[src/hdl/tam_pkg.sv]
// Shared types, constants and helper functions of the tilt-angle monitor.
package tam_pkg;

   // Angle accumulator: degrees with 16 fraction bits, room for a half turn plus rotation.
   localparam int ACC_W = 26;
   localparam int MAX_STEPS = 24;
   localparam logic signed [ACC_W-1:0] HALF_TURN = 26'sd11796480;

   // Configuration register indexes.
   localparam logic [2:0] CSR_ANGLE_GAIN  = 3'd0;
   localparam logic [2:0] CSR_TEMP_GAIN   = 3'd1;
   localparam logic [2:0] CSR_TEMP_BIAS   = 3'd2;
   localparam logic [2:0] CSR_REF_ANGLE_X = 3'd3;
   localparam logic [2:0] CSR_REF_ANGLE_Y = 3'd4;
   localparam logic [2:0] CSR_REF_ANGLE_Z = 3'd5;
   localparam logic [2:0] CSR_TILT_LIMIT  = 3'd6;

   typedef struct packed {
      logic signed [11:0] accel_x;
      logic signed [11:0] accel_y;
      logic signed [11:0] accel_z;
      logic signed [11:0] temp_raw;
   } tam_req_type;

   typedef struct packed {
      logic signed [15:0] angle_x;
      logic signed [15:0] angle_y;
      logic signed [15:0] angle_z;
      logic signed [15:0] temp_fahrenheit;
      logic signed [15:0] tilt_x;
      logic signed [15:0] tilt_y;
      logic signed [15:0] tilt_z;
      logic               moved;
   } tam_rsp_type;

   // Arctangent of 2^-i in degrees with 16 fraction bits, rounded to nearest.
   function automatic logic signed [ACC_W-1:0] atan_deg(input int i);
      logic signed [ACC_W-1:0] r;
      case (i)
         0:  r = 26'sd2949120;
         1:  r = 26'sd1740967;
         2:  r = 26'sd919879;
         3:  r = 26'sd466945;
         4:  r = 26'sd234379;
         5:  r = 26'sd117304;
         6:  r = 26'sd58666;
         7:  r = 26'sd29335;
         8:  r = 26'sd14668;
         9:  r = 26'sd7334;
         10: r = 26'sd3667;
         11: r = 26'sd1833;
         12: r = 26'sd917;
         13: r = 26'sd458;
         14: r = 26'sd229;
         15: r = 26'sd115;
         16: r = 26'sd57;
         17: r = 26'sd29;
         18: r = 26'sd14;
         19: r = 26'sd7;
         20: r = 26'sd4;
         21: r = 26'sd2;
         22: r = 26'sd1;
         default: r = '0;
      endcase
      return r;
   endfunction

   // Saturate a wide signed value to 16 bits.
   function automatic logic signed [15:0] sat16(input logic signed [39:0] v);
      logic signed [15:0] r;
      if (v > 40'sd32767) begin
         r = 16'sh7fff;
      end else if (v < -40'sd32768) begin
         r = 16'sh8000;
      end else begin
         r = v[15:0];
      end
      return r;
   endfunction

endpackage

[src/hdl/tam_temp.sv]
// Temperature scaling to Celsius and conversion to Fahrenheit Q9.7, four stages.
module tam_temp #(
   parameter int SAMPLE_W = 12
) (
   input  logic                       clock,
   input  logic                       advance,
   input  logic signed [SAMPLE_W-1:0] temp_raw,
   input  logic [15:0]                gain,
   input  logic signed [15:0]         bias,
   output logic signed [15:0]         fahrenheit
);
   import tam_pkg::*;

   // 2560 = 512 * 5: shift by 9, then divide by 5 through a reciprocal.
   localparam logic signed [39:0] F_OFFSET = 40'sd10487040;
   localparam logic signed [39:0] DIV_BIAS = 40'sd2684354560;
   localparam logic signed [39:0] Q_BIAS   = 40'sd536870912;
   localparam logic [64:0]        RECIP5   = 65'd6871947674;

   logic signed [39:0] c16_ff, c16_in;
   logic signed [39:0] n_val;
   logic signed [39:0] m_val;
   logic [31:0]        u_ff, u_in;
   logic [64:0]        prod;
   logic [29:0]        q_ff, q_in;
   logic signed [15:0] f_ff, f_in;

   always_comb begin
      c16_in = 40'(temp_raw) * 40'($signed({1'b0, gain})) + 40'(bias) * 40'sd256;
      n_val  = c16_ff * 40'sd9 + F_OFFSET;
      m_val  = n_val >>> 9;
      // Offset keeps the dividend positive for the reciprocal step.
      u_in   = 32'(m_val + DIV_BIAS);
      prod   = 65'(u_ff) * RECIP5;
      q_in   = prod[64:35];
      f_in   = sat16(40'($signed({1'b0, q_ff})) - Q_BIAS);
   end

   always_ff @(posedge clock) begin
      if (advance) begin
         c16_ff <= c16_in;
         u_ff   <= u_in;
         q_ff   <= q_in;
         f_ff   <= f_in;
      end
   end

   assign fahrenheit = f_ff;

endmodule

[config.mk]
export PLATFORM = sky130hd
export DESIGN_NAME = tam_temp
export DESIGN_NICKNAME = d
export VERILOG_FILES = /design/src/hdl/tam_pkg.sv /design/src/hdl/tam_temp.sv
export SDC_FILE = /design/constraint.sdc
export NUM_CORES = 2
export LEC_CHECK = 0
export ABC_AREA = 1
export ABC_CLOCK_PERIOD_IN_PS = 7800
export CORE_ASPECT_RATIO = 1.75
export CORE_MARGIN = 10
export CORE_UTILIZATION = 55
export CTS_BUF_LIST = sky130_fd_sc_hd__clkbuf_4 sky130_fd_sc_hd__clkbuf_8
export DETAILED_ROUTE_END_ITERATION = 6
export DONT_BUFFER_PORTS = 1
export GPL_TIMING_DRIVEN = 0
export PLACE_DENSITY_LB_ADDON = 0.15
export SLEW_MARGIN = 30
export SYNTH_ARGS = -nofsm -noshare
export SYNTH_HDL_FRONTEND = slang
export SYNTH_SLANG_ARGS = --single-unit
[constraint.sdc]
create_clock -name clock -period 7.8 [get_ports clock]
set_input_delay 0.78 -clock clock [delete_from_list [all_inputs] [get_ports clock]]
set_output_delay 0.78 -clock clock [all_outputs]
set_load 0.005 [all_outputs]
==> After elaboration in Yosys (flattened, before gate mapping) <==
Index checks and enable logic that the tools add are counted.
{ "word_totals": {"register_bits": 118, "latchBits": 0, "ramBits": 0, "rom_bits": 0, "input_bits": 46, "output_inout_bits": 16, "wordCells": 14, "mem_count": 0} }
{ "classes": {"add_sub_neg": 4, "n_mul": 3, "n_div": 0, "order_cmp": 2, "n_eq_ne": 0, "n_shift": 0, "muxes": 1, "bitwise": 0, "n_reduce_logical": 0} }
{ "ops": {"columns": ["cell", "count"], "rows": [
  ["$mul A32 B32 Y64 const B", 1],
  ["$add A40 B25 Y40 const B", 1],
  ["$mul A40 B5 Y40 const B", 1],
  ["$add A31 B32 Y32 const B", 1],
  ["$gt A31 B16 Y1 const B", 1],
  ["$lt A31 B16 Y1 const B", 1],
  ["$sub A30 B30 Y31 const B", 1],
  ["$add A29 B24 Y30", 1],
  ["$mul A12 B17 Y29", 1],
  ["$mux W16", 1]
]} }

==> Logic depth before layout (Yosys ltp) <==
{ "depth": {"word_depth": 3, "mapped_depth": 32, "ltp_nobuf": 31} }

==> Least setup slack after synthesis <==
No wires, ideal clock.
{ "synth_path": {"path_type": "reg2reg", "startpoint": "reg u_ff[20]", "endpoint": "reg q_ff[19], data pin", "setup_time_ns": 0.252, "t_arrival_ns": 5.682, "setup_slack_ns": 1.865, "path_stages_with_launch": 25, "n_path_buf": 0, "cell_sequence": "edfxtp_1 > ha_1 > inv_1 > fa_1 > inv_1 > fa_1 > inv_1 > fa_1 > inv_1 > fa_1 > fa_1 > fa_1 > inv_1 > fa_1 > inv_1 > ha_1 > nand2_1 > nor2_1 > inv_2 > nor2_4 > nand2_1 > nor3_2 > nand2_1 > nand3_1 > nand2_1"} }
{ "synth_via": {"elab_chain_len": 1} }
{ "synth_lines": {"columns": ["item", "line", "rtl"], "rows": [
  ["from (decl)", "tam_temp.sv:23", "logic [31:0] u_ff, u_in;"],
  ["from (signal assigned)", "tam_temp.sv:42", "u_ff <= u_in;"],
  ["$mul A32 B32 Y64", "tam_temp.sv:34", "prod = 65'(u_ff) * RECIP5;"],
  ["net prod[54]", "tam_temp.sv:24", "logic [64:0] prod;"],
  ["to (signal assigned)", "tam_temp.sv:43", "q_ff <= q_in;"],
  ["to (decl)", "tam_temp.sv:25", "logic [29:0] q_ff, q_in;"]
]} }
The timed path passes the listed nets, and every way through them passes these cells.
A chain may end at the register's enable or synchronous reset.

==> Worst setup path after layout <==
{ "layout_path": {"startpoint": "reg u_ff[7]", "endpoint": "reg q_ff[23], data pin"} }
Same word-level chain as after synthesis.

==> impl_metrics.yaml <==
outcome:
  outcome: "finished with violations"
  violations: "design-rule violations"
floorplan:
  io_pins: 62
  dieHeight_um: 339
  rows: 116
  die_area_um2: 68600
  core_um2: 57300
  die_w_um: 202
  start_util_pct: 55.8
worst_setup_path:
  startpoint: "u_ff[7]$_DFFE_PP_"
  r2r-start: "u_ff[7]$_DFFE_PP_"
  cp_cell_sequence: "ha_1, buf_2, xor2_1, inv_1, o21ai_0, fa_1, fa_1, fa_1, fa_1, fa_1, ha_1, ha_1, nand2_2, nor2_2, inv_2, nor2_4, nand2_1, nor4_2, nand2_1, nand3_1, nand2_1"
  crit_path_max_incr_delay_ps: 680
  end_kind: "register"
  required_ps: 8030
  cpMostUsedCell: "fa_1"
  cp-start-kind: "register"
  crit_slowest_cell: "edfxtp_1"
  crit_arrival_ps: 7690
  critPathKind: "register to register"
  critPathMaxFanout: 8
job:
  drv_cap: 0
finish:
  num-fill-cells: 5472
  area_delta_synth_final_pct: 3.60
  drive_gt1_share_pct: 2.43
  fin_nets: 4929
clocking:
  cts_buffers: 9
  cts_buffer_depth: 2
  hold_buffers: 0
  cts_setup_buffers: 0
  cts_tree: "built"
  root_buffer: "clkbuf_8"
  clk_pin_slew_ps: 120
  clk_latency_ps: 470
  cts_resized: 0
  cts_max_level: 3
  clock-sinks: 108
timing:
  slew_headroom_pct: 45.9
  setup_violations: 0
  tightest_slew_ps: 812
  maxSlewViolCount: 0
  final.min_clock_period_ps: 7470
  hold_viol_final: 0
  rsz0062_at_grt: "no"
  fin_crit_sh_pct: 95.7
  setup-tns-final_ps: 0
  fmax_mhz: 134
  finClkSkew_ps: 17.8
placement:
  place_hpwl_um: 91000
  io_buffers: 0
  place_congestion: 1.05
worst_hold_path:
  hold_class: "input pin to register"
  hold_start: "advance"
logic_synthesis:
  yosysWarnings: 0
  synth.largest_area_cell: "fa_1"
  syn_inst: 3804
  yosysMostFrequentCell: "inv_1"
  synth_edf_count: 108
  synth_area_per_cell_um2: 8.41
  synth_area_um2: 32000
  syn-num-nets: 4918
  ys.flop_type: "edfxtp_1"
  ys_async_sr_fraction_pct: 0
  synth_cell_types: 43
  synth_common_cells: "1070 x inv_1, 789 x nand2_1, 553 x fa_1"
  synth_seq_area_share_pct: 10.1
  ys_ff_latch: 108
  synth_area_leaders: "fa_1 35%, ha_1 20%, inv_1 13%"
  yosysTopAreaCellShare_pct: 34.6
route:
  routed_wl_um: 102000
  drc: 1
  topRoutingLayerUsed: "met5"
  ant_nets: 0
  route.met3.wl_um: 3160
  vias_per_cell: 5.30
  wl_met1_um: 32100
  first_pass_iters: 7
  routed-wl-met2_um: 54600
  via_count: 24331
  wl_per_cell_um: 22.1
  drtIter0Drc: 1039
global_routing:
  grt_max_degree: 109
  grt_pass1_wl_um: 155000
  grt.overflow.total: 0
  first_global_vias: 27056
  grt_use_total_pct: 30.5
  grt_antenna_before_repair: 2
-- cells in the final DEF, fill, tap and decap left out, types with 18 or more instances in the layout --
cell      Yosys  layout
inv_1      1070    1070
nand2_1     789     789
fa_1        553     553
ha_1        515     515
nor2_1      160     160
a21oi_1     131     131
edfxtp_1    108     108
nand3_1      90      90
o21ai_0      69      69
xor2_1       65      65
clkbuf_1     42      42
o21bai_1     22      22
nand4_1      22      22
inv_2        20      20
nor3_1       19      19
xnor2_1      18      18
-- layout make-up --
class / instances / area, µm² / area share, %
well taps: 767 / 960 / 2.90
plain buffers: 46 / 178 / 0.536
clock buffers: 9 / 124 / 0.374
inverters: 1091 / 4100 / 12.4
multi-input cells: 2559 / 24500 / 73.8
diodes: 1 / 2.50 / 0.00755
flip-flops and latches: 108 / 3240 / 9.79
clock inverters: 7 / 63.8 / 0.193
-- worst paths after layout --
path	slack (ps)	cells after the start	to
worst max register to register	330	21	q_ff[23]$_DFFE_PP_
worst min register to register	530	2	fahrenheit[3]$_SDFFCE_PN1P_
worst max-delay path	330	21	q_ff[23]$_DFFE_PP_
worst min-delay path	420	0	q_ff[9]$_DFFE_PP_
-- routing by layer --
| layer | vias up | global-route usage, % |
|---|---|---|
| li1 | 11449 | - |
| met1 | 11852 | 27.8 |
| met2 | 662 | 57.0 |
| met3 | 366 | 2.87 |
| met4 | 2 | 29.5 |
| met5 | - | 0 |
-- registers in the layout (all words and copies together), names as in the netlist --
signal,flops
c16_ff,30
fahrenheit,16
q_ff,30
u_ff,32
-- cell families after synthesis --
kind of cell | count (synthesis) | share of synthesized area, %
buf+inv | 1137 | 13.4
fa+ha+maj | 1068 | 54.8
compound gates | 270 | 4.80
simple gates | 1138 | 14.6
xor+xnor | 83 | 2.27
flops | 108 | 10.1
-- worst max-delay path, delay by kind of cell, from the launching register on --
family	cells	cell delay (ps)
buf+inv	3	520
fa+ha+maj	8	3760
simple gates	8	1180
xor+xnor	1	520
compound gates	1	590
flops	1	680
-- per-stage QoR --
step / instances / utilization (%) / setup slack, ps / hold WS, ps / cell area, µm²
2_1_floorplan: 3804 / - / 1870 / 487 / 32000
3_3_place_gp: 4571 / 57.4 / 467 / 491 / 32900
3_5_place_dp: 4571 / 57.4 / 502 / 500 / 32900
4_1_cts: 4587 / 57.8 / 490 / 396 / 33100
5_1_grt: 4588 / 57.8 / 199 / 403 / 33100
6_report: 4588 / 57.8 / 333 / 423 / 33100
Power is not shown: default switching activity piles up to over one toggle a cycle in this logic, so the estimate is an artifact.
