==> config.mk <==
export PLATFORM = sky130hd
export DESIGN_NAME = tam_cordic
export DESIGN_NICKNAME = d
export VERILOG_FILES = /design/src/hdl/tam_pkg.sv /design/src/hdl/tam_cordic.sv
export SDC_FILE = /design/constraint.sdc
export NUM_CORES = 2
export LEC_CHECK = 0
export ABC_AREA = 1
export BUFFER_PORTS_ARGS = -buffer_cell sky130_fd_sc_hd__buf_2
export CORE_ASPECT_RATIO = 0.5
export CORE_MARGIN = 2
export CORE_UTILIZATION = 60
export DETAILED_ROUTE_END_ITERATION = 8
export HOLD_SLACK_MARGIN = 0.05
export PLACE_DENSITY = 0.75
export SKIP_CTS_REPAIR_TIMING = 1
export SYNTH_ARGS = -nofsm -noshare
export SYNTH_HDL_FRONTEND = slang
export SYNTH_SLANG_ARGS = --single-unit
==> constraint.sdc <==
create_clock -name clock -period 5.1 [get_ports clock]
set_clock_uncertainty 0.05 [all_clocks]
set_input_delay 0.51 -clock clock [delete_from_list [all_inputs] [get_ports clock]]
set_output_delay 0.51 -clock clock [all_outputs]
set_load 0.02 [all_outputs]
==> src/hdl/tam_pkg.sv <==
// Shared types, constants and helper functions of the tilt-angle monitor.
package tam_pkg;

   // Angle accumulator: degrees with 16 fraction bits, room for a half turn plus rotation.
   localparam int ACC_W = 26;
   localparam int MAX_STEPS = 24;
   localparam logic signed [ACC_W-1:0] HALF_TURN = 26'sd11796480;

   // Configuration register indexes.
   localparam logic [2:0] CSR_ANGLE_GAIN  = 3'd0;
   localparam logic [2:0] CSR_TEMP_GAIN   = 3'd1;
   localparam logic [2:0] CSR_TEMP_BIAS   = 3'd2;
   localparam logic [2:0] CSR_REF_ANGLE_X = 3'd3;
   localparam logic [2:0] CSR_REF_ANGLE_Y = 3'd4;
   localparam logic [2:0] CSR_REF_ANGLE_Z = 3'd5;
   localparam logic [2:0] CSR_TILT_LIMIT  = 3'd6;

   typedef struct packed {
      logic signed [11:0] accel_x;
      logic signed [11:0] accel_y;
      logic signed [11:0] accel_z;
      logic signed [11:0] temp_raw;
   } tam_req_type;

   typedef struct packed {
      logic signed [15:0] angle_x;
      logic signed [15:0] angle_y;
      logic signed [15:0] angle_z;
      logic signed [15:0] temp_fahrenheit;
      logic signed [15:0] tilt_x;
      logic signed [15:0] tilt_y;
      logic signed [15:0] tilt_z;
      logic               moved;
   } tam_rsp_type;

   // Arctangent of 2^-i in degrees with 16 fraction bits, rounded to nearest.
   function automatic logic signed [ACC_W-1:0] atan_deg(input int i);
      logic signed [ACC_W-1:0] r;
      case (i)
         0:  r = 26'sd2949120;
         1:  r = 26'sd1740967;
         2:  r = 26'sd919879;
         3:  r = 26'sd466945;
         4:  r = 26'sd234379;
         5:  r = 26'sd117304;
         6:  r = 26'sd58666;
         7:  r = 26'sd29335;
         8:  r = 26'sd14668;
         9:  r = 26'sd7334;
         10: r = 26'sd3667;
         11: r = 26'sd1833;
         12: r = 26'sd917;
         13: r = 26'sd458;
         14: r = 26'sd229;
         15: r = 26'sd115;
         16: r = 26'sd57;
         17: r = 26'sd29;
         18: r = 26'sd14;
         19: r = 26'sd7;
         20: r = 26'sd4;
         21: r = 26'sd2;
         22: r = 26'sd1;
         default: r = '0;
      endcase
      return r;
   endfunction

   // Saturate a wide signed value to 16 bits.
   function automatic logic signed [15:0] sat16(input logic signed [39:0] v);
      logic signed [15:0] r;
      if (v > 40'sd32767) begin
         r = 16'sh7fff;
      end else if (v < -40'sd32768) begin
         r = 16'sh8000;
      end else begin
         r = v[15:0];
      end
      return r;
   endfunction

endpackage

==> src/hdl/tam_cordic.sv <==
// Pipelined vectoring CORDIC giving atan2(y, x) in degrees with 16 fraction bits.
module tam_cordic #(
   parameter int W     = 22,
   parameter int STEPS = 16
) (
   input  logic                               clock,
   input  logic                               advance,
   input  logic signed [W-1:0]                y_in,
   input  logic signed [W-1:0]                x_in,
   output logic signed [tam_pkg::ACC_W-1:0]   angle
);
   import tam_pkg::*;

   logic signed [W-1:0]     x_ff   [STEPS+1];
   logic signed [W-1:0]     y_ff   [STEPS+1];
   logic signed [ACC_W-1:0] acc_ff [STEPS+1];
   logic                    zero_ff [STEPS+1];
   logic signed [W-1:0]     x_in_r [STEPS+1];
   logic signed [W-1:0]     y_in_r [STEPS+1];
   logic signed [ACC_W-1:0] acc_in [STEPS+1];

   // Fold the left half plane onto the right one with a half-turn offset.
   always_comb begin
      if (x_in[W-1]) begin
         x_in_r[0] = -x_in;
         y_in_r[0] = -y_in;
         acc_in[0] = y_in[W-1] ? -HALF_TURN : HALF_TURN;
      end else begin
         x_in_r[0] = x_in;
         y_in_r[0] = y_in;
         acc_in[0] = '0;
      end
   end

   always_ff @(posedge clock) begin
      if (advance) begin
         x_ff[0]    <= x_in_r[0];
         y_ff[0]    <= y_in_r[0];
         acc_ff[0]  <= acc_in[0];
         zero_ff[0] <= (x_in == '0) && (y_in == '0);
      end
   end

   // One micro-rotation per stage, driving y toward zero.
   for (genvar i = 0; i < STEPS; i++) begin : g_rot
      logic signed [W-1:0] dx;
      logic signed [W-1:0] dy;

      always_comb begin
         dx = y_ff[i] >>> i;
         dy = x_ff[i] >>> i;
         if (!y_ff[i][W-1]) begin
            x_in_r[i+1] = x_ff[i] + dx;
            y_in_r[i+1] = y_ff[i] - dy;
            acc_in[i+1] = acc_ff[i] + atan_deg(i);
         end else begin
            x_in_r[i+1] = x_ff[i] - dx;
            y_in_r[i+1] = y_ff[i] + dy;
            acc_in[i+1] = acc_ff[i] - atan_deg(i);
         end
      end

      always_ff @(posedge clock) begin
         if (advance) begin
            x_ff[i+1]    <= x_in_r[i+1];
            y_ff[i+1]    <= y_in_r[i+1];
            acc_ff[i+1]  <= acc_in[i+1];
            zero_ff[i+1] <= zero_ff[i];
         end
      end
   end

   // A zero vector has angle zero.
   assign angle = zero_ff[STEPS] ? '0 : acc_ff[STEPS];

endmodule

# Yosys cells after proc, flatten, opt, wreduce, memory -nomap -nowiden
# Memory sizes are Yosys's and may differ from the RTL's.
# Cells that the tools add are included.
[totals] reg_bits=0 mem_bits_rw=1207 inputBits=46 output_inout_bits=26 word_cells=159 n_memories=4
[memory_table] name="acc_ff" depth=17 word_bits=26 rd=17 rd_ports_with_merged_regs=0 write_ports=17 line="tam_cordic.sv:16" rtl="logic signed [ACC_W-1:0] acc_ff [STEPS+1];"
[memory_table] name="x_ff" depth=17 word_bits=22 rd=16 rd_ports_with_merged_regs=0 write_ports=17 line="tam_cordic.sv:14" rtl="logic signed [W-1:0] x_ff [STEPS+1];"
[memory_table] name="y_ff" depth=17 word_bits=22 rd=16 rd_ports_with_merged_regs=0 write_ports=17 line="tam_cordic.sv:15" rtl="logic signed [W-1:0] y_ff [STEPS+1];"
[memory_table] name="zero_ff" depth=17 word_bits=1 rd=17 rd_ports_with_merged_regs=0 write_ports=17 line="tam_cordic.sv:17" rtl="logic zero_ff [STEPS+1];"
[op_classes] n_addsub=97 mux=55 n_reduce_logical=3
[op_table] operator="$mux 22" n=34
[op_table] operator="$mux 26" n=19
[op_table] operator="$add 22x10->22" n=2
[op_table] operator="$add 22x11->22" n=2
[op_table] operator="$add 22x12->22" n=2
[op_table] operator="$add 22x13->22" n=2
[op_table] operator="$add 22x14->22" n=2
[op_table] operator="$add 22x15->22" n=2
[op_table] operator="$add 22x16->22" n=2
[op_table] operator="$add 22x17->22" n=2
[op_table] operator="$add 22x18->22" n=2
[op_table] operator="$add 22x19->22" n=2
[op_table] operator="$add 22x20->22" n=2
[op_table] operator="$add 22x21->22" n=2
[op_table] operator="$add 22x7->22" n=2
[op_table] operator="$add 22x8->22" n=2
[op_table] operator="$add 22x9->22" n=2
[op_table] operator="$logic_not 22->1" n=2
[op_table] operator="$neg 22->22" n=2
[op_table] operator="$sub 22x10->22" n=2
[op_table] operator="$sub 22x11->22" n=2
[op_table] operator="$sub 22x12->22" n=2
[op_table] operator="$sub 22x13->22" n=2
[op_table] operator="$sub 22x14->22" n=2
[op_table] operator="other kinds (46)" n=58

# Logic depth before layout (Yosys ltp)
[depth] word_depth=2 mapped_depth=20 mapped_depth_nobuf=20

# Worst setup path before layout
# No wires, ideal clock.
[synth_path] path_type="flip-flop to flip-flop" start="mem y_ff[11][21] (netlist: y_ff[0][263])" end="mem y_ff[12][18] (netlist: y_ff[0][282]), data pin" arrival_ns=2.796 required_time_ns=4.798 path_slack_ns=2.002 path_stages_with_launch=16 path_buffers=1 period_less_slack_ns=3.098 cell_sequence="edfxtp_1 > clkinv_1 > clkbuf_1 > nand2_1 > o21ai_0 > fa_1 > nand3_1 > nand2_1 > nand2_1 > nand2_1 > nand2_1 > nand2_1 > nand2_1 > nand2_1 > nand2_1 > nand2_1"
[synth_rtl] element="from (decl)" line="tam_cordic.sv:15"

==> impl_metrics.toml <==
[outcome]
outcome = "complete, no violations"

[yosys]
synth_nets = 14256
ys_seq_elements = 1036
synth_warnings = 0
synth_ff_type = "edfxtp_1"
netlist_area_sq_mm = 0.09802
synth_common_cells = "nand2_1, inv_1, nor2_1, a21oi_1, ha_1"
synth.most_common_cell = "nand2_1"
synthCells = 13098
synth_top_area_cell = "edfxtp_1"
yosysUniqueCellTypes = 59
synth_seq_area_share_pct = 31.74
syn_avg_cell_area_sq_um = 7.484
async_reset_ff_share_pct = 0
synth-edff-count = 1036
yosysTopAreaCellShare_pct = 31.74
yosys-top-cells-area = "edfxtp_1, ha_1, nand2_1"

[global_route]
grt_usage_pct = 30.86
grt_pass1_vias = 83997
antenna_found_initial = 3
grt_max_degree = 126
grt_overflow = 0
grt_pass1_wl_mm = 421.8

[placement]
dpl.hpwl_mm = 216.2
io_buffers = 70
gp_congestion = 1.011

[timing]
setup_viol = 0
hold_viol = 0
hold_ws_ns = 0.06824
tns_ns = 0
max_clock_freq_mhz = 263.1
period_needed_ns = 3.801
rsz0062_at_grt = "no"
max_slew.worst_pin.slew_ns = 1.061
post-route-period-util_pct = 74.53
final_max_slew_viol_count = 0
relSlewSlack_pct = 29.28

[cts]
root_buffer = "clkbuf_16"
clkSinkCount = 1036
clock_path_buffers = 3
clkSlewWorstSetupHoldPaths_ns = 0.07
h-tree-depth = 3
cts_tree = "built"
numCtsBuffers = 105
clock_latency_ns = 0.72

[route]
first_iter_violations = 6684
routed_wl_mm = 263.4
num_vias = 88232
post-route-drc-count = 0
firstDrtPassIters = 7
ant_nets = 0
routed_via_density = 5.698
post_drt_wl_per_cell_microns = 17.01

[floorplanning]
dieArea_sq_mm = 0.1668
core_area_sq_mm = 0.1615
ios = 72
chipWidth_microns = 575.6
fp.dieH_microns = 289.8
initial_utilization_pct = 60.70
rows = 104

[worst_setup_path]
startpoint = "y_ff[0][175]$_DFFE_PP_"
cp_max_fo = 35
crit_arrival_ns = 4.22
cp.required_ns = 5.52
end_kind = "register"
crit_type = "reg2reg"
startpoint_type = "register"
timing.rr.start = "y_ff[0][175]$_DFFE_PP_"

[finish]
final_layout_size_suffix_gt1_share_pct = 2.780
syn_to_final_growth_pct = 6.501
post-route-util_pct = 64.64
nNetsFinal = 14381

[job]
drv_cap = 0

[hold_path]
hold_path.class = "in2reg"
hp-start = "y_in[16]"
path summary, 6_finish.rpt:
kind	end	slack, ns	cells past startpoint
setup / recovery	y_ff[0][194]$_DFFE_PP_	1.30	13
hold / removal	y_ff[0][16]$_DFFE_PP_	0.07	2
setup reg to reg	y_ff[0][194]$_DFFE_PP_	1.30	13
hold reg to reg	acc_ff[0][235]$_DFFE_PP_	0.37	0
through the flow:
step,cells,setup WS [ns],area [sq um]
floorplan,13098,2.002,98020
global placement,15286,1.497,101000
detailed placement,15286,1.387,101000
CTS,15481,1.358,104400
global route,15484,0.9200,104400
finish,15485,1.299,104400
layout make-up:
class | count | area (sq um)
antenna | 1 | 2.502
clock buffer | 121 | 2751
clock inverter | 74 | 581.8
fill | 14655 | 57090
inverter | 1667 | 6257
multi-input combinational | 10303 | 60200
sequential | 1036 | 31110
tap | 2173 | 2719
timing repair buffer | 110 | 768.2
cells by family after synthesis:
| kind of cell | after synthesis | share of synthesized area [%] |
|---|---|---|
| XOR/XNOR | 1054 | 9.418 |
| AO/OA/AOI/OAI | 2157 | 12.03 |
| multiplexers | 2 | 0.02042 |
| flip-flops | 1036 | 31.74 |
| other | 1 | 0.003826 |
| buffers and inverters | 1759 | 6.843 |
| AND/OR/NAND/NOR | 5977 | 25.45 |
| adder cells (fa/ha/maj) | 1112 | 14.49 |
critical path, cell delays in order (launching register included):
cell and delay (ns):
edfxtp_1 0.37, buf_4 0.28, inv_1 0.78, o21ai_0 0.31, o21ai_0 0.20, xor2_1 0.18, ha_1 0.32, a21oi_1 0.22
a21boi_0 0.35, nor2_1 0.10, nor3_1 0.21, nand2_1 0.08, nand2_1 0.06, nand2_1 0.05
sequential cells by signal, indices dropped and copies added (netlist names):
| name | cells |
|---|---|
| acc_ff | 373 |
| y_ff | 331 |
| x_ff | 315 |
| zero_ff | 17 |
routing by layer:
layer  track usage (%)  vias up  wire, microns
met3             3.091      642          14860
li1                  -    44327              -
met2             54.92     2781         126600
met4             11.80        2          11200
met1             38.55    40480         110800
met5                 0        -             13
cell usage in the layout, fill, tap and decap left out, types with 34 or more instances in the layout:
master / count
a21boi_0: 34
a21o_1: 86
a21oi_1: 1154
a31oi_1: 49
buf_2: 69
clkbuf_16: 108
edfxtp_1: 1036
fa_1: 39
ha_1: 1073
inv_1: 1657
nand2_1: 3183
nand3_1: 836
nand4_1: 215
nor2_1: 1276
nor3_1: 305
nor4_1: 50
o21ai_0: 573
o21ai_1: 35
o21bai_1: 110
xnor2_1: 246
xor2_1: 808
Power is left out: the tool's default activity adds up to more than one toggle a clock period on the data nets, which glitch-free logic cannot reach.
