<file path="config.mk">
export PLATFORM = sky130hd
export DESIGN_NAME = tam_isqrt
export DESIGN_NICKNAME = d
export VERILOG_FILES = /design/src/hdl/tam_pkg.sv /design/src/hdl/tam_isqrt.sv
export SDC_FILE = /design/constraint.sdc
export NUM_CORES = 1
export LEC_CHECK = 0
export ABC_AREA = 1
export BUFFER_PORTS_ARGS = -buffer_cell sky130_fd_sc_hd__buf_2
export CAP_MARGIN = 20
export CORE_ASPECT_RATIO = 1.2
export CORE_MARGIN = 2
export CORE_UTILIZATION = 56
export CTS_CLUSTER_DIAMETER = 150
export DETAILED_ROUTE_END_ITERATION = 10
export PLACE_DENSITY_LB_ADDON = 0.1
export SLEW_MARGIN = 20
export SYNTH_ARGS = -nofsm -noshare
export SYNTH_HDL_FRONTEND = slang
export SYNTH_SLANG_ARGS = --single-unit
</file>
<file path="constraint.sdc">
create_clock -name clock -period 3.1 [get_ports clock]
set_clock_uncertainty 0.05 [all_clocks]
set_input_delay 0.155 -clock clock [delete_from_list [all_inputs] [get_ports clock]]
set_output_delay 0.155 -clock clock [all_outputs]
set_load 0.01 [all_outputs]
</file>
<file path="src/hdl/tam_pkg.sv">
// Shared types, constants and helper functions of the tilt-angle monitor.
package tam_pkg;

   // Angle accumulator: degrees with 16 fraction bits, room for a half turn plus rotation.
   localparam int ACC_W = 26;
   localparam int MAX_STEPS = 24;
   localparam logic signed [ACC_W-1:0] HALF_TURN = 26'sd11796480;

   // Configuration register indexes.
   localparam logic [2:0] CSR_ANGLE_GAIN  = 3'd0;
   localparam logic [2:0] CSR_TEMP_GAIN   = 3'd1;
   localparam logic [2:0] CSR_TEMP_BIAS   = 3'd2;
   localparam logic [2:0] CSR_REF_ANGLE_X = 3'd3;
   localparam logic [2:0] CSR_REF_ANGLE_Y = 3'd4;
   localparam logic [2:0] CSR_REF_ANGLE_Z = 3'd5;
   localparam logic [2:0] CSR_TILT_LIMIT  = 3'd6;

   typedef struct packed {
      logic signed [11:0] accel_x;
      logic signed [11:0] accel_y;
      logic signed [11:0] accel_z;
      logic signed [11:0] temp_raw;
   } tam_req_type;

   typedef struct packed {
      logic signed [15:0] angle_x;
      logic signed [15:0] angle_y;
      logic signed [15:0] angle_z;
      logic signed [15:0] temp_fahrenheit;
      logic signed [15:0] tilt_x;
      logic signed [15:0] tilt_y;
      logic signed [15:0] tilt_z;
      logic               moved;
   } tam_rsp_type;

   // Arctangent of 2^-i in degrees with 16 fraction bits, rounded to nearest.
   function automatic logic signed [ACC_W-1:0] atan_deg(input int i);
      logic signed [ACC_W-1:0] r;
      case (i)
         0:  r = 26'sd2949120;
         1:  r = 26'sd1740967;
         2:  r = 26'sd919879;
         3:  r = 26'sd466945;
         4:  r = 26'sd234379;
         5:  r = 26'sd117304;
         6:  r = 26'sd58666;
         7:  r = 26'sd29335;
         8:  r = 26'sd14668;
         9:  r = 26'sd7334;
         10: r = 26'sd3667;
         11: r = 26'sd1833;
         12: r = 26'sd917;
         13: r = 26'sd458;
         14: r = 26'sd229;
         15: r = 26'sd115;
         16: r = 26'sd57;
         17: r = 26'sd29;
         18: r = 26'sd14;
         19: r = 26'sd7;
         20: r = 26'sd4;
         21: r = 26'sd2;
         22: r = 26'sd1;
         default: r = '0;
      endcase
      return r;
   endfunction

   // Saturate a wide signed value to 16 bits.
   function automatic logic signed [15:0] sat16(input logic signed [39:0] v);
      logic signed [15:0] r;
      if (v > 40'sd32767) begin
         r = 16'sh7fff;
      end else if (v < -40'sd32768) begin
         r = 16'sh8000;
      end else begin
         r = v[15:0];
      end
      return r;
   endfunction

endpackage

</file>
<file path="src/hdl/tam_isqrt.sv">
// Pipelined floor square root, one root bit per stage, with a side value delayed alongside.
module tam_isqrt #(
   parameter int ROOT_W = 20,
   parameter int SIDE_W = 12
) (
   input  logic                     clock,
   input  logic                     advance,
   input  logic [2*ROOT_W-1:0]      radicand,
   input  logic signed [SIDE_W-1:0] side_in,
   output logic [ROOT_W-1:0]        root,
   output logic signed [SIDE_W-1:0] side_out
);
   import tam_pkg::*;

   logic [ROOT_W+1:0]          rem_ff  [ROOT_W];
   logic [ROOT_W-1:0]          root_ff [ROOT_W];
   logic [2*ROOT_W-1:0]        bits_ff [ROOT_W];
   logic signed [SIDE_W-1:0]   side_ff [ROOT_W];
   logic [ROOT_W+1:0]          rem_in  [ROOT_W];
   logic [ROOT_W-1:0]          root_in [ROOT_W];

   for (genvar k = 0; k < ROOT_W; k++) begin : g_stage
      logic [ROOT_W+1:0]   prev_rem;
      logic [ROOT_W-1:0]   prev_root;
      logic [2*ROOT_W-1:0] prev_bits;
      logic signed [SIDE_W-1:0] prev_side;
      logic [ROOT_W+1:0]   shifted;
      logic [ROOT_W+1:0]   trial;

      if (k == 0) begin : g_first
         assign prev_rem  = '0;
         assign prev_root = '0;
         assign prev_bits = radicand;
         assign prev_side = side_in;
      end else begin : g_next
         assign prev_rem  = rem_ff[k-1];
         assign prev_root = root_ff[k-1];
         assign prev_bits = bits_ff[k-1];
         assign prev_side = side_ff[k-1];
      end

      // Bring down the next two radicand bits and try the next root bit.
      always_comb begin
         shifted = {prev_rem[ROOT_W-1:0], prev_bits[2*ROOT_W-1:2*ROOT_W-2]};
         trial   = {prev_root, 2'b01};
         if (shifted >= trial) begin
            rem_in[k]  = shifted - trial;
            root_in[k] = {prev_root[ROOT_W-2:0], 1'b1};
         end else begin
            rem_in[k]  = shifted;
            root_in[k] = {prev_root[ROOT_W-2:0], 1'b0};
         end
      end

      always_ff @(posedge clock) begin
         if (advance) begin
            rem_ff[k]  <= rem_in[k];
            root_ff[k] <= root_in[k];
            bits_ff[k] <= {prev_bits[2*ROOT_W-3:0], 2'b00};
            side_ff[k] <= prev_side;
         end
      end
   end

   assign root     = root_ff[ROOT_W-1];
   assign side_out = side_ff[ROOT_W-1];

endmodule

</file>
* Yosys cells after proc, flatten, opt, wreduce, memory -nomap -nowiden *
Memory sizes are Yosys's and may differ from the RTL's.
Cells that the tools add are included.

storage, ports and cells
  bits in registers = 0
  bits in writable memories = 1840
  bits of input ports = 54
  memories kept = 4

memory list
  memory   depth  width  rd ports  clocked after memory_dff  write ports  RTL line         text
  bits_ff  20     38     19        0                         20           tam_isqrt.sv:17  logic [2*ROOT_W-1:0] bits_ff [ROOT_W];
  rem_ff   20     22     19        0                         20           tam_isqrt.sv:15  logic [ROOT_W+1:0] rem_ff [ROOT_W];
  root_ff  20     20     20        0                         20           tam_isqrt.sv:16  logic [ROOT_W-1:0] root_ff [ROOT_W];
  side_ff  20     12     20        0                         20           tam_isqrt.sv:18  logic signed [SIDE_W-1:0] side_ff [ROOT_W];

cells by class
  $add $sub $neg = 20
  $lt $le $gt $ge = 20
  mux-type cells = 42

operators by type and width
  kind                 number
  $mux 22              20
  $ge 22x22->1         19
  $sub 22x22->22       19
  $mux 1               22
  $sub 2x1->3 const B  1
  $ge 2x1->1 const B   1

* Logic depth before layout (Yosys ltp) *
Gate-level depths: netlist of run 1.
An unclocked memory read counts as a cell.

  word-level depth = 3
  mapped depth = 16
  mapped depth without buffers = 15

* Worst setup path after synthesis of run 1 *
No wires, ideal clock.

  path type = reg2reg
  from = memory rem_ff[0][0] (netlist name)
  to = memory rem_ff[1][3] (netlist name) (data pin)
  library setup time = 0.258 ns
  arrival = 1.722 ns
  required time = 2.792 ns
  setup slack = 1.070 ns
  stages on the path, launching flop included = 10
  buffers on the path = 0
  period minus slack after synthesis = 2.030 ns
  path through = edfxtp_1 -> ha_1 -> inv_1 -> o21ai_0 -> nor2_1 -> ha_1 -> and2_1 -> inv_1 -> nand2_1 -> xnor2_1

RTL lines
  item                RTL line
  start: declaration  tam_isqrt.sv:15

==> impl_metrics.toml, run 1 <==
[run_status]
status = "finished clean"

[worst_setup_path]
rr_worst_depth = 11
worst-path-stages = 11
crit_fanout = 17
critPathRequiredTime_ns = 3.50
critPathLaunchType = "register"
path_cells = "inv_1, ha_1, nand2_2, nor2_1, nand2_1, o21ai_0, inv_1, nand2_2, inv_2, nand2_1, nand2_1"
arrival_ns = 3.06
crit_path_end_kind = "register"
cpLargestDelayFamily = "simple AND/OR/NAND/NOR gates"
critPathSlowestCell = "edfxtp_1"
cp_num_buf_inv = 3
cp_common_cell = "nand2_1"
cpPeakStageDelay_ns = 0.48
criticalPathCategory = "reg2reg"

[global_routing]
gr-usage-met2_pct = 41.4
met3_usage_pct = 2.64
grt_pass1_wl_mm = 187
first_global_vias = 35997
grt-busiest-layer = "met2"
grt_usage_pct = 22.9
grt-ovfl-total = 0
antenna_found_initial = 0
grt_start_max_net_pins = 103
gr-usage-met1_pct = 28.5

[clocking]
cts_buffer_depth = 3
clk_pin_slew_ns = 0.06
cts_max_level = 3
cts_setup_buffers = 0
cts.sinks = 1187
cts_inserted_buffers = 115
cts_root_buffer = "clkbuf_16"
cts.repair.resized = 0
cts_tree = "yes"
insertion_delay_ns = 0.74

[routing]
viasPerCell = 5.13
ant_nets = 0
drt_iter0_drc = 2378
wl_per_cell_um = 16.4
drtPass1Iterations = 6
drc_errors = 0
via_count = 36788
totalWireLength_mm = 117

[cells_and_area]
num_antenna_cells = 0
mostFrequentLayoutCell = "nand2_1"
fin_area_sq_mm = 0.0635
fill_cells = 8126
instances_no_fill = 7172
nets = 6006
drive_above_1_share_pct = 8.08
layout_common_cells = "1655 x nand2_1, 1187 x edfxtp_1, 785 x inv_1, 433 x nor2_1, 295 x nand3_1"
area_growth_syn_to_layout_pct = 11.9

[die]
initial_core_util_pct = 56.6
rows = 127
die-area_sq_mm = 0.104
core_sq_mm = 0.100
num_io_pins = 86
die_h_um = 353
die_w_um = 295

[timing]
finalHoldViolCount = 0
final_min_period_over_clock_period_pct = 85.6
whs_ns = 0.0818
slew_headroom_pct = 46.6
finalSetupViolCount = 0
rsz0062_at_grt = "no"
finalMaxSlewViolations = 0
max_freq_mhz = 377
tightestPinTransition_ns = 0.794
setup_tns_ns = 0
min_period_ns = 2.65

[job]
drv_cap = 0

[synth]
synthCells = 5457
syn_avg_cell_area_sq_um = 10.4
synth_area_leaders = "edfxtp_1 63%, nand2_1 11%, inv_1 5.2%"
syn_area_sq_mm = 0.0567
yosysSeqAreaShare_pct = 62.8
synth.top_cell.area_share_pct = 62.8
syn-num-nets = 5742
yosysWarnings = 0
yosysUniqueCellTypes = 51
synth_top_cell_by_area = "edfxtp_1"
synth_seq_cells = 1187

[placed_design]
gp_congestion = 0.923
port_buffers = 85
dpl_cell_area_sq_mm = 0.0591
hpwl_mm = 87.6
placed_cells = 6904

[worst_hold_path]
hold_class = "in2reg"
hold_depth = 2

[power_and_ir_drop]
p_per_area_mw_per_mm2 = 660
leakagePower_nw = 27.2
vdd_drop_max_mv = 0.490
finalPower_mw = 41.9
[final timing paths]
kind                                  endpoint  slack, ns      startpoint
worst max-delay path            rem_ff[13][11]       0.45   root_ff[3][9]
worst max register to register  rem_ff[13][11]       0.45   root_ff[3][9]
worst min register to register  bits_ff[9][35]       0.36  bits_ff[8][33]
worst min-delay path            bits_ff[0][22]       0.08    radicand[22]
[report_power, final]
group	leakage [nW]	switching, mW	internal, mW
sequential	11.4	0.913	19.6
combinational	13.9	4.76	2.53
clock	1.86	5.94	8.11
[cells in the mapped netlist, drive strengths merged]
cell,count
nand4,65
buf,39
a21oi,217
and2,6
nor3,50
ha,231
nand3,303
nand2,1697
nor2,448
o21a,4
xor2,99
o21bai,14
nor4,7
and3,3
xnor2,66
a21o,6
conb,1
a211oi,1
a31oi,1
nor2b,1
o211ai,6
edfxtp,1187
or2,9
nand3b,43
o21ai,146
clkbuf,3
inv,800
a21boi,4
[metrics by stage]
step | util (%) | setup slack [ns]
after floorplan | - | 1.07
after global placement | 58.9 | 0.510
after detailed placement | 58.9 | 0.496
after CTS | 63.3 | 0.489
after global routing | 63.3 | 0.297
final | 63.3 | 0.445
[metal layers]
layer	share of wire, %	vias to the layer above
met5	0	-
li1	-	18679
met1	42	17212
met3	3.5	188
met4	2.6	0
met2	52	709
[flip-flops by register name (all words and copies together) (netlist names)]
signal   cells
rem_ff     357
bits_ff    380
side_ff    240
root_ff    210
[cell families after synthesis]
logic type / Yosys count / share of synthesized area (%)
other cells: 1 / 0.00661
buf+inv: 842 / 6.00
xor+xnor: 165 / 2.55
flops: 1187 / 62.8
compound gates: 399 / 4.14
fa+ha+maj: 231 / 5.09
simple gates: 2632 / 19.4
[layout make-up]
type | instances | area, sq um | share of cell area [%]
Multi-Input combinational cell | 3428 | 17700 | 27.9
Tap cell | 1354 | 1690 | 2.67
Sequential cell | 1187 | 35600 | 56.2
Clock inverter | 77 | 865 | 1.36
Timing Repair Buffer | 189 | 1600 | 2.52
Clock buffer | 137 | 2960 | 4.67
Inverter | 800 | 3010 | 4.74
[what timing repair did]
action	4_1_cts	5_1_grt
setup endpoints to repair	0	0
hold endpoints to repair	113	0
hold buffers	54	0
Power figures use the tool's default switching activity.
==> run 2: changes to the inputs <==
--- a/config.mk
+++ b/config.mk
@@ -14,2 +14,3 @@
 export CTS_CLUSTER_DIAMETER = 150
+export CTS_CLUSTER_SIZE = 12
 export DETAILED_ROUTE_END_ITERATION = 10
--- a/constraint.sdc
+++ b/constraint.sdc
@@ -4,2 +4,2 @@
 set_output_delay 0.155 -clock clock [all_outputs]
-set_load 0.01 [all_outputs]
+set_load 0.1 [all_outputs]
==> impl_metrics.toml, run 2 (same netlist as run 1, synthesis figures left out) <==
[clocking]
cts_buffer_depth = 3
cts_root_buffer = "clkbuf_16"
cts.sinks = 1187
cts-hold-fix-buffers = 54
cts.repair.resized = 0
cts_setup_buffers = 0
insertion_delay_ns = 0.74
cts_inserted_buffers = 108
cts_tree = "yes"
clk_pin_slew_ns = 0.06
cts_max_level = 3

[timing]
tightestPinTransition_ns = 0.791
max_freq_mhz = 376
min_period_ns = 2.66
setup_tns_ns = 0
final_min_period_over_clock_period_pct = 85.9
finalMaxSlewViolations = 0
finalSetupViolCount = 0
rsz0062_at_grt = "no"
finalHoldViolCount = 0
slew_headroom_pct = 46.8

[die]
die_w_um = 295
die-area_sq_mm = 0.104
num_io_pins = 86
initial_core_util_pct = 56.6
core_sq_mm = 0.100
rows = 127
die_h_um = 353

[cells_and_area]
drive_above_1_share_pct = 7.19
instances_no_fill = 7074
area_growth_syn_to_layout_pct = 10.1
reg.largest.list = "bits_ff (380), rem_ff (357), side_ff (240)"
layout_common_cells = "1655 x nand2_1, 1187 x edfxtp_1, 785 x inv_1, 433 x nor2_1, 295 x nand3_1"
largest_register_ffs = 380
num_antenna_cells = 0
regMostFlops = "bits_ff"
nets = 5999
mostFrequentLayoutCell = "nand2_1"

[global_routing]
first_global_vias = 35815
grt_start_max_net_pins = 103
grt_pass1_wl_mm = 187
grt_usage_pct = 22.9
antenna_found_initial = 0
grt-ovfl-total = 0

[power_and_ir_drop]
leakagePower_nw = 26.7
vdd_drop_max_mv = 0.470
p_per_area_mw_per_mm2 = 633

[routing]
drtPass1Iterations = 5
viasPerCell = 5.16
ant_nets = 0
via_count = 36513
totalWireLength_mm = 117
drc_errors = 0
wl_per_cell_um = 16.6
drt_iter0_drc = 2381

[run_status]
status = "finished clean"

[worst_setup_path]
criticalPathCategory = "reg2reg"
crit_fanout = 17
critPathRequiredTime_ns = 3.48
arrival_ns = 3.05
critPathLaunchType = "register"
crit_path_end_kind = "register"

[worst_hold_path]
hold_class = "in2reg"

[placed_design]
port_buffers = 85
hpwl_mm = 87.6
placed_cells = 6904
gp_congestion = 0.923

[job]
drv_cap = 0
[run 2: where the power goes]
group	total [mW]	switching, mW	internal [mW]
logic	7.45	4.92	2.53
clock network	11.6	5.40	6.17
registers	20.5	0.911	19.6
total	39.6	11.2	28.3
[run 2: area by class of cell]
cell class / count / area (sq um)
multi-input combinational: 3428 / 17700
inverter: 800 / 3010
timing repair buffer: 189 / 1600
sequential: 1187 / 35600
clock inverter: 7 / 151
fill: 8207 / 37800
tap: 1354 / 1690
clock buffer: 109 / 2710
[run 2: worst paths after layout]
kind,cells after the start,to,slack [ns],startpoint
setup / recovery,11,rem_ff[13][11],0.44,root_ff[3][9]
hold / removal,2,bits_ff[0][3],0.08,radicand[3]
setup reg to reg,11,rem_ff[13][11],0.44,root_ff[3][9]
hold reg to reg,0,bits_ff[13][32],0.35,bits_ff[12][30]
[run 2: critical path: stages, from the launching register on]
cell,delay (ns)
edfxtp_1,0.47
inv_1,0.07
ha_1,0.37
nand2_2,0.10
nor2_1,0.23
nand2_1,0.11
o21ai_0,0.17
inv_1,0.06
nand2_2,0.24
inv_2,0.23
nand2_1,0.13
nand2_1,0.12
[run 2: through the flow]
step / power, mW / utilization, % / hold slack, ns / cell area [sq um] / worst slack [ns]
after floorplan: 25.8 / - / 0.204 / 56700 / 1.07
after global placement: 28.1 / 58.9 / 0.282 / 59100 / 0.510
after detailed placement: 28.2 / 58.9 / 0.283 / 59100 / 0.496
after CTS: 40.0 / 62.3 / 0.0118 / 62500 / 0.487
after global routing: 41.7 / 62.3 / 0.0509 / 62500 / 0.279
final: 39.6 / 62.3 / 0.0838 / 62500 / 0.438
[run 2: per-layer routing]
layer | vias up | part of all wire (%) | GRT usage [%]
met5 | - | 0 | 0
met1 | 17061 | 42 | 28.4
met3 | 191 | 3.4 | 2.65
met4 | 0 | 2.9 | 7.96
li1 | 18556 | - | -
met2 | 705 | 52 | 41.4
